$ cat src/oaat_pkg.sv
// Shared types, widths and op codes for the one-at-a-time hash bucket block.
// No dependencies; imported by every module of the block.
`default_nettype none

package oaat_pkg;

  localparam int BYTE_W    = 8;
  localparam int HASH_W    = 32;
  localparam int BKT_W     = 24;
  localparam int SHAMT_W   = 4;
  localparam int ALU_OP_W  = 2;

  localparam logic [BKT_W-1:0] TABLE_SIZE_RST = BKT_W'(1024);

  // Shared mixing unit operations
  localparam logic [ALU_OP_W-1:0] ALU_ADD_BYTE = 2'd0;  // a + byte
  localparam logic [ALU_OP_W-1:0] ALU_ADD_SHL  = 2'd1;  // a + (a << sh)
  localparam logic [ALU_OP_W-1:0] ALU_XOR_SHR  = 2'd2;  // a ^ (a >> sh)

  // Control word for the mixing unit
  typedef struct packed {
    logic [ALU_OP_W-1:0] op;
    logic [SHAMT_W-1:0]  shamt;
  } alu_ctl_t;

  // Status of the modulo unit
  typedef struct packed {
    logic busy;
    logic done;
  } div_stat_t;

endpackage

`default_nettype wire

$ cat src/one_at_a_time_hash_bucket.sv
// Top level: one-at-a-time hash over a byte stream, with bucket index output.
// Depends on oaat_pkg, oaat_mix_alu and oaat_mod_unit.
//
//   channel | direction | handshake            | payload
//   in      | input     | in_valid / in_ready  | in_key_byte, in_has_byte, in_is_last
//   out     | output    | out_valid / out_ready| out_full_hash, out_bucket_index
//   cfg     | input     | cfg_valid / cfg_ready| cfg_table_size
//
// A byte transaction runs the add-byte, add-shift and xor-shift steps on the
// shared mixing unit; a closing transaction adds 3 finalization steps, the 32
// steps of the bit-serial modulo unit and a wait to see its done flag, and the
// load of the output register; with no byte, the byte steps are skipped.
// in_ready is high only while the sequencer is idle. A waiting result does not
// block new bytes; only the next load waits for the output register to drain.
// Synchronous active-low reset clears the running hash and sets 1024 buckets.
`default_nettype none

module one_at_a_time_hash_bucket (
  input  logic                         clk,
  input  logic                         rst_n,
  input  logic                         in_valid,
  output logic                         in_ready,
  input  logic [oaat_pkg::BYTE_W-1:0]  in_key_byte,
  input  logic                         in_has_byte,
  input  logic                         in_is_last,
  output logic                         out_valid,
  input  logic                         out_ready,
  output logic [oaat_pkg::HASH_W-1:0]  out_full_hash,
  output logic [oaat_pkg::BKT_W-1:0]   out_bucket_index,
  input  logic                         cfg_valid,
  output logic                         cfg_ready,
  input  logic [oaat_pkg::BKT_W-1:0]   cfg_table_size
);
  import oaat_pkg::*;

  localparam logic [2:0] S_IDLE  = 3'd0;
  localparam logic [2:0] S_ADD10 = 3'd1;
  localparam logic [2:0] S_XOR6  = 3'd2;
  localparam logic [2:0] S_FIN3  = 3'd3;
  localparam logic [2:0] S_FIN11 = 3'd4;
  localparam logic [2:0] S_FIN15 = 3'd5;
  localparam logic [2:0] S_DIV   = 3'd6;
  localparam logic [2:0] S_OUT   = 3'd7;

  logic [2:0]        state_r, state_nxt;
  logic [HASH_W-1:0] hash_r, hash_nxt;
  logic              last_r, last_nxt;
  logic [HASH_W-1:0] fin_r;
  logic [BKT_W-1:0]  table_size_r;
  logic              out_valid_r;
  logic [HASH_W-1:0] out_hash_r;
  logic [BKT_W-1:0]  out_bkt_r;

  alu_ctl_t          alu_ctl;
  logic [HASH_W-1:0] alu_res;
  logic              div_start;
  div_stat_t         div_stat;
  logic [BKT_W-1:0]  div_rem;
  logic              in_acc;
  logic              out_load;

  assign in_acc    = in_valid && in_ready;
  assign in_ready  = (state_r == S_IDLE);
  assign cfg_ready = 1'b1;

  // Mixing unit control per step
  always_comb begin
    alu_ctl.op    = ALU_ADD_BYTE;
    alu_ctl.shamt = '0;
    case (state_r)
      S_ADD10: begin alu_ctl.op = ALU_ADD_SHL; alu_ctl.shamt = SHAMT_W'(10); end
      S_XOR6:  begin alu_ctl.op = ALU_XOR_SHR; alu_ctl.shamt = SHAMT_W'(6);  end
      S_FIN3:  begin alu_ctl.op = ALU_ADD_SHL; alu_ctl.shamt = SHAMT_W'(3);  end
      S_FIN11: begin alu_ctl.op = ALU_XOR_SHR; alu_ctl.shamt = SHAMT_W'(11); end
      S_FIN15: begin alu_ctl.op = ALU_ADD_SHL; alu_ctl.shamt = SHAMT_W'(15); end
      default: begin alu_ctl.op = ALU_ADD_BYTE; alu_ctl.shamt = '0; end
    endcase
  end

  oaat_mix_alu u_alu (
    .ctl (alu_ctl),
    .a   (hash_r),
    .b   (in_key_byte),
    .res (alu_res)
  );

  oaat_mod_unit u_mod (
    .clk       (clk),
    .rst_n     (rst_n),
    .start     (div_start),
    .dividend  (alu_res),
    .divisor   (table_size_r),
    .stat      (div_stat),
    .remainder (div_rem)
  );

  // Sequencer
  always_comb begin
    state_nxt = state_r;
    hash_nxt  = hash_r;
    last_nxt  = last_r;
    div_start = 1'b0;
    out_load  = 1'b0;
    case (state_r)
      S_IDLE: begin
        if (in_acc) begin
          last_nxt = in_is_last;
          if (in_has_byte) begin
            hash_nxt  = alu_res;
            state_nxt = S_ADD10;
          end else if (in_is_last) begin
            state_nxt = S_FIN3;
          end
        end
      end
      S_ADD10: begin
        hash_nxt  = alu_res;
        state_nxt = S_XOR6;
      end
      S_XOR6: begin
        hash_nxt  = alu_res;
        state_nxt = last_r ? S_FIN3 : S_IDLE;
      end
      S_FIN3: begin
        hash_nxt  = alu_res;
        state_nxt = S_FIN11;
      end
      S_FIN11: begin
        hash_nxt  = alu_res;
        state_nxt = S_FIN15;
      end
      S_FIN15: begin
        // final hash goes to fin_r and the divider; running value clears
        hash_nxt  = '0;
        div_start = 1'b1;
        state_nxt = S_DIV;
      end
      S_DIV: begin
        if (div_stat.done) begin
          state_nxt = S_OUT;
        end
      end
      S_OUT: begin
        if (!out_valid_r || out_ready) begin
          out_load  = 1'b1;
          state_nxt = S_IDLE;
        end
      end
      default: begin
        state_nxt = S_IDLE;
      end
    endcase
  end

  // Control registers
  always_ff @(posedge clk) begin
    if (!rst_n) begin
      state_r      <= S_IDLE;
      hash_r       <= '0;
      last_r       <= 1'b0;
      table_size_r <= TABLE_SIZE_RST;
      out_valid_r  <= 1'b0;
    end else begin
      state_r <= state_nxt;
      hash_r  <= hash_nxt;
      last_r  <= last_nxt;
      if (cfg_valid && cfg_ready) begin
        table_size_r <= cfg_table_size;
      end
      if (out_load) begin
        out_valid_r <= 1'b1;
      end else if (out_ready) begin
        out_valid_r <= 1'b0;
      end
    end
  end

  // Payload registers
  always_ff @(posedge clk) begin
    if (div_start) begin
      fin_r <= alu_res;
    end
    if (out_load) begin
      out_hash_r <= fin_r;
      out_bkt_r  <= (table_size_r == '0) ? '0 : div_rem;
    end
  end

  assign out_valid        = out_valid_r;
  assign out_full_hash    = out_hash_r;
  assign out_bucket_index = out_bkt_r;

endmodule

`default_nettype wire

$ cat src/oaat_mix_alu.sv
// Shared shift/add/xor unit used for every mixing and finalization step.
// Depends on oaat_pkg.
`default_nettype none

module oaat_mix_alu (
  input  oaat_pkg::alu_ctl_t           ctl,
  input  logic [oaat_pkg::HASH_W-1:0]  a,
  input  logic [oaat_pkg::BYTE_W-1:0]  b,
  output logic [oaat_pkg::HASH_W-1:0]  res
);
  import oaat_pkg::*;

  // One operation per cycle, selected by the sequencer
  always_comb begin
    case (ctl.op)
      ALU_ADD_BYTE: res = a + HASH_W'(b);
      ALU_ADD_SHL:  res = a + (a << ctl.shamt);
      ALU_XOR_SHR:  res = a ^ (a >> ctl.shamt);
      default:      res = a;
    endcase
  end

endmodule

`default_nettype wire

$ cat src/oaat_mod_unit.sv
// Restoring modulo unit: one quotient bit per cycle while busy.
// Depends on oaat_pkg.
`default_nettype none

module oaat_mod_unit (
  input  logic                         clk,
  input  logic                         rst_n,
  input  logic                         start,
  input  logic [oaat_pkg::HASH_W-1:0]  dividend,
  input  logic [oaat_pkg::BKT_W-1:0]   divisor,
  output oaat_pkg::div_stat_t          stat,
  output logic [oaat_pkg::BKT_W-1:0]   remainder
);
  import oaat_pkg::*;

  localparam int CNT_W = $clog2(HASH_W);

  logic [HASH_W-1:0] q_r;
  logic [BKT_W-1:0]  d_r;
  logic [BKT_W-1:0]  rem_r;
  logic [CNT_W-1:0]  cnt_r;
  logic              busy_r;
  logic              done_r;

  logic [BKT_W:0]    trial;
  logic [BKT_W:0]    diff;
  logic [BKT_W-1:0]  rem_nxt;

  // Shift in the next dividend bit, subtract if it fits
  always_comb begin
    trial   = {rem_r, q_r[HASH_W-1]};
    diff    = trial - {1'b0, d_r};
    rem_nxt = (trial >= {1'b0, d_r}) ? diff[BKT_W-1:0] : trial[BKT_W-1:0];
  end

  // Control
  always_ff @(posedge clk) begin
    if (!rst_n) begin
      busy_r <= 1'b0;
      done_r <= 1'b0;
      cnt_r  <= '0;
    end else begin
      done_r <= 1'b0;
      if (start) begin
        busy_r <= 1'b1;
        cnt_r  <= '0;
      end else if (busy_r) begin
        cnt_r <= cnt_r + 1'b1;
        if (cnt_r == CNT_W'(HASH_W - 1)) begin
          busy_r <= 1'b0;
          done_r <= 1'b1;
        end
      end
    end
  end

  // Datapath
  always_ff @(posedge clk) begin
    if (start) begin
      q_r   <= dividend;
      d_r   <= divisor;
      rem_r <= '0;
    end else if (busy_r) begin
      q_r   <= {q_r[HASH_W-2:0], 1'b0};
      rem_r <= rem_nxt;
    end
  end

  assign stat.busy = busy_r;
  assign stat.done = done_r;
  assign remainder = rem_r;

endmodule

`default_nettype wire

$ cat config.mk
export PLATFORM = sky130hd
export DESIGN_NAME = one_at_a_time_hash_bucket
export DESIGN_NICKNAME = d
export VERILOG_FILES = /design/src/oaat_pkg.sv /design/src/one_at_a_time_hash_bucket.sv /design/src/oaat_mix_alu.sv /design/src/oaat_mod_unit.sv
export SDC_FILE = /design/constraint.sdc
export NUM_CORES = 1
export LEC_CHECK = 0
export BUFFER_PORTS_ARGS = -buffer_cell sky130_fd_sc_hd__buf_2
export CAP_MARGIN = 0
export CORE_ASPECT_RATIO = 0.5
export CORE_MARGIN = 3
export CORE_UTILIZATION = 26
export CTS_CLUSTER_DIAMETER = 30
export DETAILED_ROUTE_END_ITERATION = 10
export GPL_TIMING_DRIVEN = 0
export SLEW_MARGIN = 40
export SYNTH_ARGS = -nofsm -noshare
export SYNTH_HDL_FRONTEND = slang
export SYNTH_SLANG_ARGS = --single-unit
$ cat constraint.sdc
create_clock -name clk -period 5.43 [get_ports clk]
set_input_delay 1.086 -clock clk [delete_from_list [all_inputs] [get_ports clk]]
set_output_delay 1.086 -clock clk [all_outputs]
set_load 0.1 [all_outputs]
==> results of run 1 <==
worst max-delay path, cell delays in order (launching register included):
cell and delay [ns]:
dfxtp_2 0.41, buf_4 0.21, inv_1 0.10, ha_2 0.40, inv_1 0.11, clkbuf_4 0.22
o21ai_4 0.17, buf_6 0.23, buf_4 0.22, mux2i_1 0.27, nor2_1 0.06, a21oi_1 0.15
nor2_1 0.06, ha_1 0.36, a21oi_1 0.19, o21ai_0 0.18, a211oi_2 0.39, a21boi_0 0.16
o41ai_2 0.37, o21a_1 0.20, xnor2_1 0.18, nand2_1 0.19, o21ai_0 0.19
cells in the mapped netlist, drive strengths merged (3+ instances only):
| cell | count |
|---|---|
| a211o | 7 |
| a211oi | 38 |
| a21boi | 7 |
| a21o | 29 |
| a21oi | 144 |
| a221oi | 5 |
| a22o | 22 |
| a22oi | 4 |
| a311oi | 12 |
| a31o | 3 |
| a31oi | 38 |
| and2 | 13 |
| and3 | 12 |
| and4 | 3 |
| buf | 36 |
| clkbuf | 55 |
| dfxtp | 92 |
| edfxtp | 144 |
| ha | 64 |
| inv | 50 |
| mux2 | 9 |
| mux2i | 79 |
| nand2 | 131 |
| nand2b | 10 |
| nand3 | 33 |
| nand4 | 9 |
| nor2 | 111 |
| nor2b | 57 |
| nor3 | 32 |
| nor3b | 4 |
| nor4 | 7 |
| o211ai | 5 |
| o21a | 10 |
| o21ai | 118 |
| o21bai | 6 |
| o221ai | 5 |
| o22ai | 4 |
| o311ai | 3 |
| o31a | 4 |
| or2 | 4 |
| or3 | 11 |
| xnor2 | 47 |
| xor2 | 29 |
through the flow:
stage	hold slack [ns]	setup WS [ns]	util [%]	cell area, µm²
2_1_floorplan	0.400	0.757	-	14400
3_3_place_gp	0.401	-0.916	29.1	15800
3_5_place_dp	0.405	-0.843	29.3	15900
4_1_cts	0.415	0.0288	32.4	17600
5_1_grt	0.419	0.00611	32.7	17700
6_report	0.415	0.161	32.7	17700
where the power goes:
part           internal (mW)  switching, mW  total, mW
registers               2.14          0.312       2.45
clock network           1.83           1.00       2.83
logic                   1.73           3.30       5.04
layout make-up:
type                    count  share of cell area [%]
multi-input cells        1153                    44.2
flip-flops and latches    236                    34.8
clock buffers              57                    6.91
well taps                 744                    5.26
repair buffers             99                    3.19
plain buffers              87                    2.56
clock inverters            31                    1.96
inverters                  51                    1.09
state kept, by name (all words and copies together) (netlist names), 3 cells and up:
name,flops
fin_r,32
hash_r,32
out_bucket_index,24
out_full_hash,32
state_r,3
table_size_r,24
u_mod.cnt_r,5
u_mod.d_r,24
u_mod.q_r,32
u_mod.remainder,24
timing repair:
action / in CTS / in global routing
endpoints found under the hold margin: 0 / 0
pin swaps: 0 / 4
endpoints found under the setup margin: 60 / 37
gates resized for setup: 27 / 39
setup buffers: 0 / 0
hold buffers: 0 / 0
routing by layer:
| layer | wire (µm) | up-vias | GRT usage, % |
|---|---|---|---|
| li1 | - | 5969 | - |
| met1 | 21200 | 6080 | 20.9 |
| met2 | 21300 | 501 | 25.7 |
| met3 | 3140 | 99 | 2.13 |
| met4 | 1210 | 0 | 4.69 |
| met5 | 0 | - | 0 |
worst max path at each step:
stage	startpoint	end	slack, ns	cells past startpoint
2_1_floorplan	state_r[1]$_SDFFE_PN0P_	u_mod.q_r[30]$_DFFE_PP_	0.76	23
3_3_place_gp	state_r[1]$_SDFFE_PN0P_	u_mod.q_r[31]$_DFFE_PP_	-0.92	20
3_5_place_dp	state_r[1]$_SDFFE_PN0P_	u_mod.q_r[31]$_DFFE_PP_	-0.84	20
4_1_cts	state_r[1]$_SDFFE_PN0P_	u_mod.q_r[31]$_DFFE_PP_	0.03	20
5_1_grt	state_r[1]$_SDFFE_PN0P_	fin_r[25]$_DFFE_PN_	0.006	22
6_report	state_r[1]$_SDFFE_PN0P_	fin_r[25]$_DFFE_PN_	0.16	22
cells by family after synthesis:
family                     count (synthesis)  share of synthesized area [%]
and+or+nand+nor                          445                           15.0
AOI/OAI and AO/OA                        477                           21.1
other                                      1                         0.0261
DFF                                      236                           42.8
adders and majority gates                 66                           5.84
buffers and inverters                    142                           4.31
muxes                                     88                           6.23
xor gates and xnor gates                  76                           4.63
==> out/qor.yml, run 1 <==
finish:
  stdcell_count: 2458
  syn2layout_area_growth_pct: 23.0
  fill_cells: 5665
  drive_gt1_share_pct: 16.5
  multi_input_area_um2: 7830
  regArea_um2: 6170
  mostFrequentLayoutCells: "edfxtp_1 (144), a21oi_1 (140), nand2_1 (129)"
  n_antenna_cell: 0
  final_common_cell: "edfxtp_1"
  final_nets: 1780
place:
  place.detailed.hpwl_um: 36300
  io_buffers: 95
  post-place-cells: 2374
  gp_congestion: 0.932
grt:
  grt_max_degree: 38
  grt_pass1_vias: 12022
  grt_antenna_before_repair: 0
  track_usage_pct: 15.4
  grt_pass1_wl_um: 71300
  grt-ovfl-total: 0
timing:
  period_minus_slack_ns: 5.27
  slew_violations: 0
  setup_violations: 0
  finalHoldViolations: 0
  worst_slew_pin_slew_ns: 0.862
  slew_headroom_pct: 42.5
  fin_setup_tns_ns: 0
  fmax_mhz: 190
  clock_skew_ns: 0.0122
  rsz0062_at_grt: "no"
  period_share_pct: 97.0
route:
  viasPerCell: 5.15
  drtPass1Iterations: 7
  first_iter_violations: 1283
  wire_per_inst_um: 19.1
  drc_errors: 0
  vias: 12649
  wl_um: 46900
  ant_nets: 0
setup_path:
  cp-start-kind: "register"
  cp_data_arrival_time_ns: 5.62
  worstPathMaxFanout: 10
  critPathCaptureType: "register"
  worst_ep_required_time_ns: 5.78
  rr_startpoint: "state_r[1]$_SDFFE_PN0P_"
  r2r_cells: 22
  rr_endpoint: "fin_r[25]$_DFFE_PN_"
  ff2ff_setup_slack_ns: 0.16
  worstSetupPathType: "reg2reg"
min_path:
  hold_depth: 0
  holdCritStartpoint: "fin_r[31]$_DFFE_PN_"
  whs_endpoint: "out_full_hash[31]$_DFFE_PP_"
  min_path_type: "reg2reg"
clock_tree:
  cts_buffers: 47
  clk_latency_ns: 0.55
  cts_buffer_depth: 3
  clock_sinks: 236
  clkTransAtPathRegs_ns: 0.05
  htree_levels: 2
  cts_tree: "done"
  root_buffer: "clkbuf_16"
pwr:
  p_total_mw: 10.3
  p_leak_nw: 7.14
  ir_drop_mv: 0.262
  power_density_nw_per_um2: 583
die:
  core_area_um2: 54200
  io_pins: 98
  start_util_pct: 26.6
  num_rows: 60
  die_h_um: 172
  die-area_um2: 58400
  die_w_um: 339
yosys:
  synth.distinct_cells: 82
  synth_area_um2: 14400
  synthFlopType: "edfxtp_1"
  avgSynthCellArea_um2: 9.40
  synth-seq-cells: 236
  synth_top_area_cell: "edfxtp_1"
  synthCells: 1531
  async_flop_share_pct: 0
  syn_nets: 1636
  ys_top_cells_by_area: "edfxtp_1 (30%), dfxtp_1 (13%), ha_1 (5.6%), mux2i_1 (5.5%), a21oi_1 (4.9%)"
  synth_warnings: 0
  synth_top_cell_area_share_pct: 30.0
  synth-seq-area-share_pct: 42.8
  synth_edf_count: 144
status:
  outcome: "finished, final reports clean"
run:
  max_cap_violations: 0
Power figures use the tool's default switching activity.
==> run 2: changes to the inputs <==
--- a/config.mk
+++ b/config.mk
@@ -7,12 +7,15 @@
 export LEC_CHECK = 0
 export BUFFER_PORTS_ARGS = -buffer_cell sky130_fd_sc_hd__buf_2
 export CAP_MARGIN = 0
+export CELL_PAD_IN_SITES_DETAIL_PLACEMENT = 0
+export CELL_PAD_IN_SITES_GLOBAL_PLACEMENT = 1
 export CORE_ASPECT_RATIO = 0.5
 export CORE_MARGIN = 3
 export CORE_UTILIZATION = 26
 export CTS_CLUSTER_DIAMETER = 30
 export DETAILED_ROUTE_END_ITERATION = 10
 export GPL_TIMING_DRIVEN = 0
+export PLACE_DENSITY_LB_ADDON = 0.1
 export SLEW_MARGIN = 40
 export SYNTH_ARGS = -nofsm -noshare
 export SYNTH_HDL_FRONTEND = slang
==> run 2 against run 1 <==
Die area is the same. Count of clock-buffer cells in the layout grew 3. Via count grew 0.40%.
==> out/qor.yml, run 2 (synthesis gave the netlist of run 1 again) <==
status:
  outcome: "finished, final reports clean"
setup_path:
  cp_data_arrival_time_ns: 5.63
  cp_top_family: "compound AO/OA/AOI/OAI gates"
  worstSetupPathType: "reg2reg"
  cp-start-kind: "register"
  crit_top_cell: "a21o_1"
  path_cells: "buf_6 > clkinvlp_4 > ha_4 > inv_1 > nor2_4 > buf_4 > a21oi_1 > a21oi_1 > mux2i_1 > a211oi_2 > ha_2 > a21o_1 > a21o_1 > a21o_1 > a221o_1 > a31oi_4 > o21ai_4 > xnor2_2 > xnor2_2 > o21ai_1"
  critPathCaptureType: "register"
  slowest_delay_ns: 0.44
  cp_slowest_cell: "a21oi_1"
  worstPathMaxFanout: 10
  worst_ep_required_time_ns: 5.72
  crit_buf_inv: 4
grt:
  grt_max_degree: 36
  grt_pass1_vias: 12596
  grt_antenna_before_repair: 3
  track_usage_pct: 18.5
  grt_pass1_wl_um: 81900
  grt-ovfl-total: 0
timing:
  clock_skew_ns: 0.0205
  period_share_pct: 98.3
  slew_headroom_pct: 41.5
  fin_ws_ns: 0.0901
  fmax_mhz: 187
  setup_violations: 0
  slew_violations: 0
  fin_setup_tns_ns: 0
  period_minus_slack_ns: 5.34
  worst_slew_pin_slew_ns: 0.869
  hold_ws_ns: 0.417
  finalHoldViolations: 0
pwr:
  p_sw_mw: 5.12
  swShare_pct: 44.6
  power.internal_mw: 6.37
  seqPwrFrac_pct: 21.6
  pwr-share-clk_pct: 30.3
  ir_drop_mv: 0.264
  p_comb_share_pct: 48.1
  power_density_nw_per_um2: 625
  p_total_mw: 11.5
  p_leak_nw: 7.41
route:
  first_iter_violations: 1160
  vias: 12699
  drtPass1Iterations: 6
  drc_errors: 0
  top_layer: "met4"
  wire_per_inst_um: 22.3
  ant_nets: 0
  wl_um: 55400
  viasPerCell: 5.10
  met1_length_um: 26900
  wl_met3_um: 2930
  met2WireLength_um: 24800
place:
  io_buffers: 95
  dpl_cell_area_um2: 15900
  place.detailed.hpwl_um: 43400
  post-place-cells: 2374
  gp_congestion: 0.917
  pre_cts_ws_ns: -1.46
finish:
  mostFrequentLayoutCells: "edfxtp_1 (144), a21oi_1 (137), nand2_1 (128)"
  final_nets: 1802
  fill_cells: 5641
  syn2layout_area_growth_pct: 27.9
  stdcell_area_um2: 18400
  final_common_cell: "edfxtp_1"
  final_util_pct: 34.0
  drive_gt1_share_pct: 19.2
  stdcell_count: 2488
min_path:
  min_path_type: "reg2reg"
clock_tree:
  root_buffer: "clkbuf_16"
  cts_buffer_depth: 3
  cts_buffers: 54
  hold_buffers: 0
  clkTransAtPathRegs_ns: 0.05
  clock_sinks: 236
  htree_levels: 2
  clk_latency_ns: 0.57
  cts_tree: "done"
die:
  io_pins: 98
  die_h_um: 172
  die_w_um: 339
  die-area_um2: 58400
  core_area_um2: 54200
  num_rows: 60
  start_util_pct: 26.6
run:
  max_cap_violations: 0
run 2: changes by cell type in the layout (fill, tap and decap cells not counted), sizes merged:
cell / before / now
clkbuf: 111 / 112
buf: 132 / 149
diode: 0 / 1
clkinvlp: 2 / 10
inv: 60 / 57
bufinv: 4 / 10
run 2: power groups by stage:
stage / registers, mW / clock network [mW] / logic [mW]
3_5_place_dp: 2.49 / 0 / 5.09
3_3_place_gp: 2.50 / 0 / 5.13
2_1_floorplan: 2.33 / 0 / 3.34
4_1_cts: 2.46 / 3.57 / 5.25
6_report: 2.48 / 3.49 / 5.53
5_1_grt: 2.50 / 3.66 / 5.93
run 2: final cells by class:
type	count	area (µm²)	area share, %
Clock inverter	42	564	3.07
Tap cell	744	931	5.06
Clock buffer	60	1420	7.69
Buffer	87	490	2.66
Antenna cell	1	2.50	0.0136
Multi-Input combinational cell	1153	7960	43.2
Timing Repair Buffer	114	678	3.68
Sequential cell	236	6170	33.5
Inverter	51	199	1.08
run 2: per-layer routing:
layer	track usage, %	up-vias
li1	-	6015
met1	26.1	6236
met2	29.8	379
met3	3.07	69
met4	4.14	0
met5	0	-
run 2: repair_timing:
action,in CTS,in global routing
resized for setup,53,55
setup buffers,2,13
setup endpoints to repair,81,43
pin swaps,6,10
run 2: path summary, 6_finish.rpt:
path / startpoint / endpoint / slack [ns] / depth (start not counted)
worst max-delay path: state_r[1]$_SDFFE_PN0P_ / u_mod.q_r[31]$_DFFE_PP_ / 0.09 / 20
worst min-delay path: fin_r[12]$_DFFE_PN_ / out_full_hash[12]$_DFFE_PP_ / 0.42 / 0
worst max register to register: state_r[1]$_SDFFE_PN0P_ / u_mod.q_r[31]$_DFFE_PP_ / 0.09 / 20
worst min register to register: fin_r[12]$_DFFE_PN_ / out_full_hash[12]$_DFFE_PP_ / 0.42 / 0
==> run 3: changes to the inputs <==
--- a/config.mk
+++ b/config.mk
@@ -16,7 +16,6 @@
 export DETAILED_ROUTE_END_ITERATION = 10
 export GPL_TIMING_DRIVEN = 0
 export PLACE_DENSITY_LB_ADDON = 0.1
-export SLEW_MARGIN = 40
 export SYNTH_ARGS = -nofsm -noshare
 export SYNTH_HDL_FRONTEND = slang
 export SYNTH_SLANG_ARGS = --single-unit
==> constraint.sdc (replaced) <==
create_clock -name clk -period 4.39 [get_ports clk]
set_input_delay 0.878 -clock clk [delete_from_list [all_inputs] [get_ports clk]]
set_output_delay 0.878 -clock clk [all_outputs]
set_load 0.1 [all_outputs]
==> run 3 against run 2 <==
Final area grew 9.0%. Critical path depth is 1 higher. Critical path type unchanged. The run now ends with setup timing left. Highest routed layer unchanged. First-iteration DRC count fell by 12%. Largest power group unchanged. Critical endpoint unchanged. Clock power is 8.0% higher.
==> out/qor.yml, run 3 (synthesis gave the netlist of run 1 again) <==
timing:
  rsz0062_at_grt: "yes"
  finalHoldViolations: 0
  fin_setup_tns_ns: -1.81
  period_share_pct: 106
  setup_violations: 19
  slew_violations: 0
  fin_ws_ns: -0.244
  clock_skew_ns: 0.0219
  worst_slew_pin_slew_ns: 1.15
  period_minus_slack_ns: 4.63
  slew_headroom_pct: 23.6
  fmax_mhz: 216
place:
  gp_congestion: 0.896
  io_buffers: 95
  dpl_cell_area_um2: 15900
  place.detailed.hpwl_um: 42800
  pre_cts_ws_ns: -1.89
route:
  first_iter_violations: 1025
  drtPass1Iterations: 5
  ant_nets: 0
  viasPerCell: 5.15
  wire_per_inst_um: 22.2
  wl_met3_um: 2980
  top_layer: "met4"
  wl_um: 57100
  drc_errors: 0
  vias: 13240
  met1_length_um: 26900
  met2WireLength_um: 26200
finish:
  n_antenna_cell: 0
  mostFrequentLayoutCells: "edfxtp_1 (144), a21oi_1 (120), nand2_1 (114)"
  drive_gt1_share_pct: 30.0
  syn2layout_area_growth_pct: 39.5
  final_common_cell: "edfxtp_1"
  fill_cells: 5568
  regArea_um2: 6170
  final_nets: 1891
  multi_input_area_um2: 8870
  stdcell_area_um2: 20100
  final_util_pct: 37.0
die:
  die_w_um: 339
  die-area_um2: 58400
  num_rows: 60
  io_pins: 98
  core_area_um2: 54200
  die_h_um: 172
  start_util_pct: 26.6
grt:
  grt_pass1_vias: 13025
  track_usage_pct: 18.8
  grt_antenna_before_repair: 0
  grt-ovfl-total: 0
  grt_pass1_wl_um: 83600
  grt_max_degree: 42
clock_tree:
  cts_tree: "done"
  cts_buffer_depth: 3
  htree_levels: 2
  clock_sinks: 236
  clkTransAtPathRegs_ns: 0.05
  root_buffer: "clkbuf_16"
  clk_latency_ns: 0.55
  cts_buffers: 51
setup_path:
  worstPathMaxFanout: 5
  worstSetupPathType: "reg2reg"
  path_cells: "buf_8 > inv_6 > ha_4 > nand2b_4 > buf_8 > buf_8 > buf_12 > buf_12 > a31oi_4 > mux2i_4 > a211oi_2 > ha_1 > a21o_1 > a21o_1 > a21o_1 > a221o_1 > a31oi_4 > o21ai_4 > xnor2_2 > xnor2_2 > o21ai_2"
  cp_top_family: "compound AO/OA/AOI/OAI gates"
  crit_buf_inv: 6
  cp-start-kind: "register"
  worst_ep_required_time_ns: 4.65
  cp_slowest_cell: "a221o_1"
  cp_data_arrival_time_ns: 4.89
  critPathCaptureType: "register"
  slowest_delay_ns: 0.39
pwr:
  p_leak_nw: 8.00
  power_density_nw_per_um2: 781
  ir_drop_mv: 0.247
min_path:
  min_path_type: "reg2reg"
status:
  outcome: "finished with violations"
  violations: "setup timing"
run:
  max_cap_violations: 0
==> run 3: cell count changes in the layout (fill, tap and decap cells not counted), sizes merged, moves of 2 or more <==
cell | before | now
clkbuf | 112 | 115
bufinv | 10 | 5
clkinvlp | 10 | 8
buf | 149 | 242
clkinv | 16 | 18
inv | 57 | 51
==> run 3: power breakdown <==
part	internal, mW	switching [mW]
combinational	3.58	5.21
sequential	2.65	0.465
clock	2.53	1.24
==> run 3: path summary, 6_finish.rpt <==
| path | from | to | slack, ns | cells after the start |
|---|---|---|---|---|
| setup / recovery | state_r[1]$_SDFFE_PN0P_ | u_mod.q_r[31]$_DFFE_PP_ | -0.24 | 21 |
| hold / removal | fin_r[24]$_DFFE_PN_ | out_full_hash[24]$_DFFE_PP_ | 0.41 | 0 |
| setup reg to reg | state_r[1]$_SDFFE_PN0P_ | u_mod.q_r[31]$_DFFE_PP_ | -0.24 | 21 |
| hold reg to reg | fin_r[24]$_DFFE_PN_ | out_full_hash[24]$_DFFE_PP_ | 0.41 | 0 |
==> run 3: final cells by class <==
cell class                      instances  area share (%)
Buffer                                 86            3.37
Clock buffer                           65            6.93
Clock inverter                         31            1.63
Inverter                               51            1.07
Multi-Input combinational cell       1153            44.2
Sequential cell                       236            30.8
Tap cell                              744            4.64
Timing Repair Buffer                  207            7.40
==> run 3: what timing repair did <==
action / 4_1_cts / 5_1_grt
endpoints found under the setup margin: 81 / 54
setup buffers: 69 / 38
hold endpoints to repair: 0 / 0
cloned: 3 / 0
hold buffers: 0 / 0
pin swaps: 76 / 52
gates resized for setup: 226 / 128
==> run 3: routing by layer <==
metal / GRT usage, % / vias up
li1: - / 6187
met1: 26.3 / 6573
met2: 31.1 / 404
met3: 2.69 / 76
met4: 3.99 / 0
met5: 0 / -
==> run 3: through the flow <==
step | total power [mW] | hold slack [ns] | cells
final | 15.7 | 0.412 | 2573
after global routing | 16.4 | 0.417 | 2573
after CTS | 14.8 | 0.412 | 2536
after detailed placement | 9.39 | 0.406 | 2372
after global placement | 9.49 | 0.404 | 2370
after floorplan | 7.06 | 0.400 | 1531
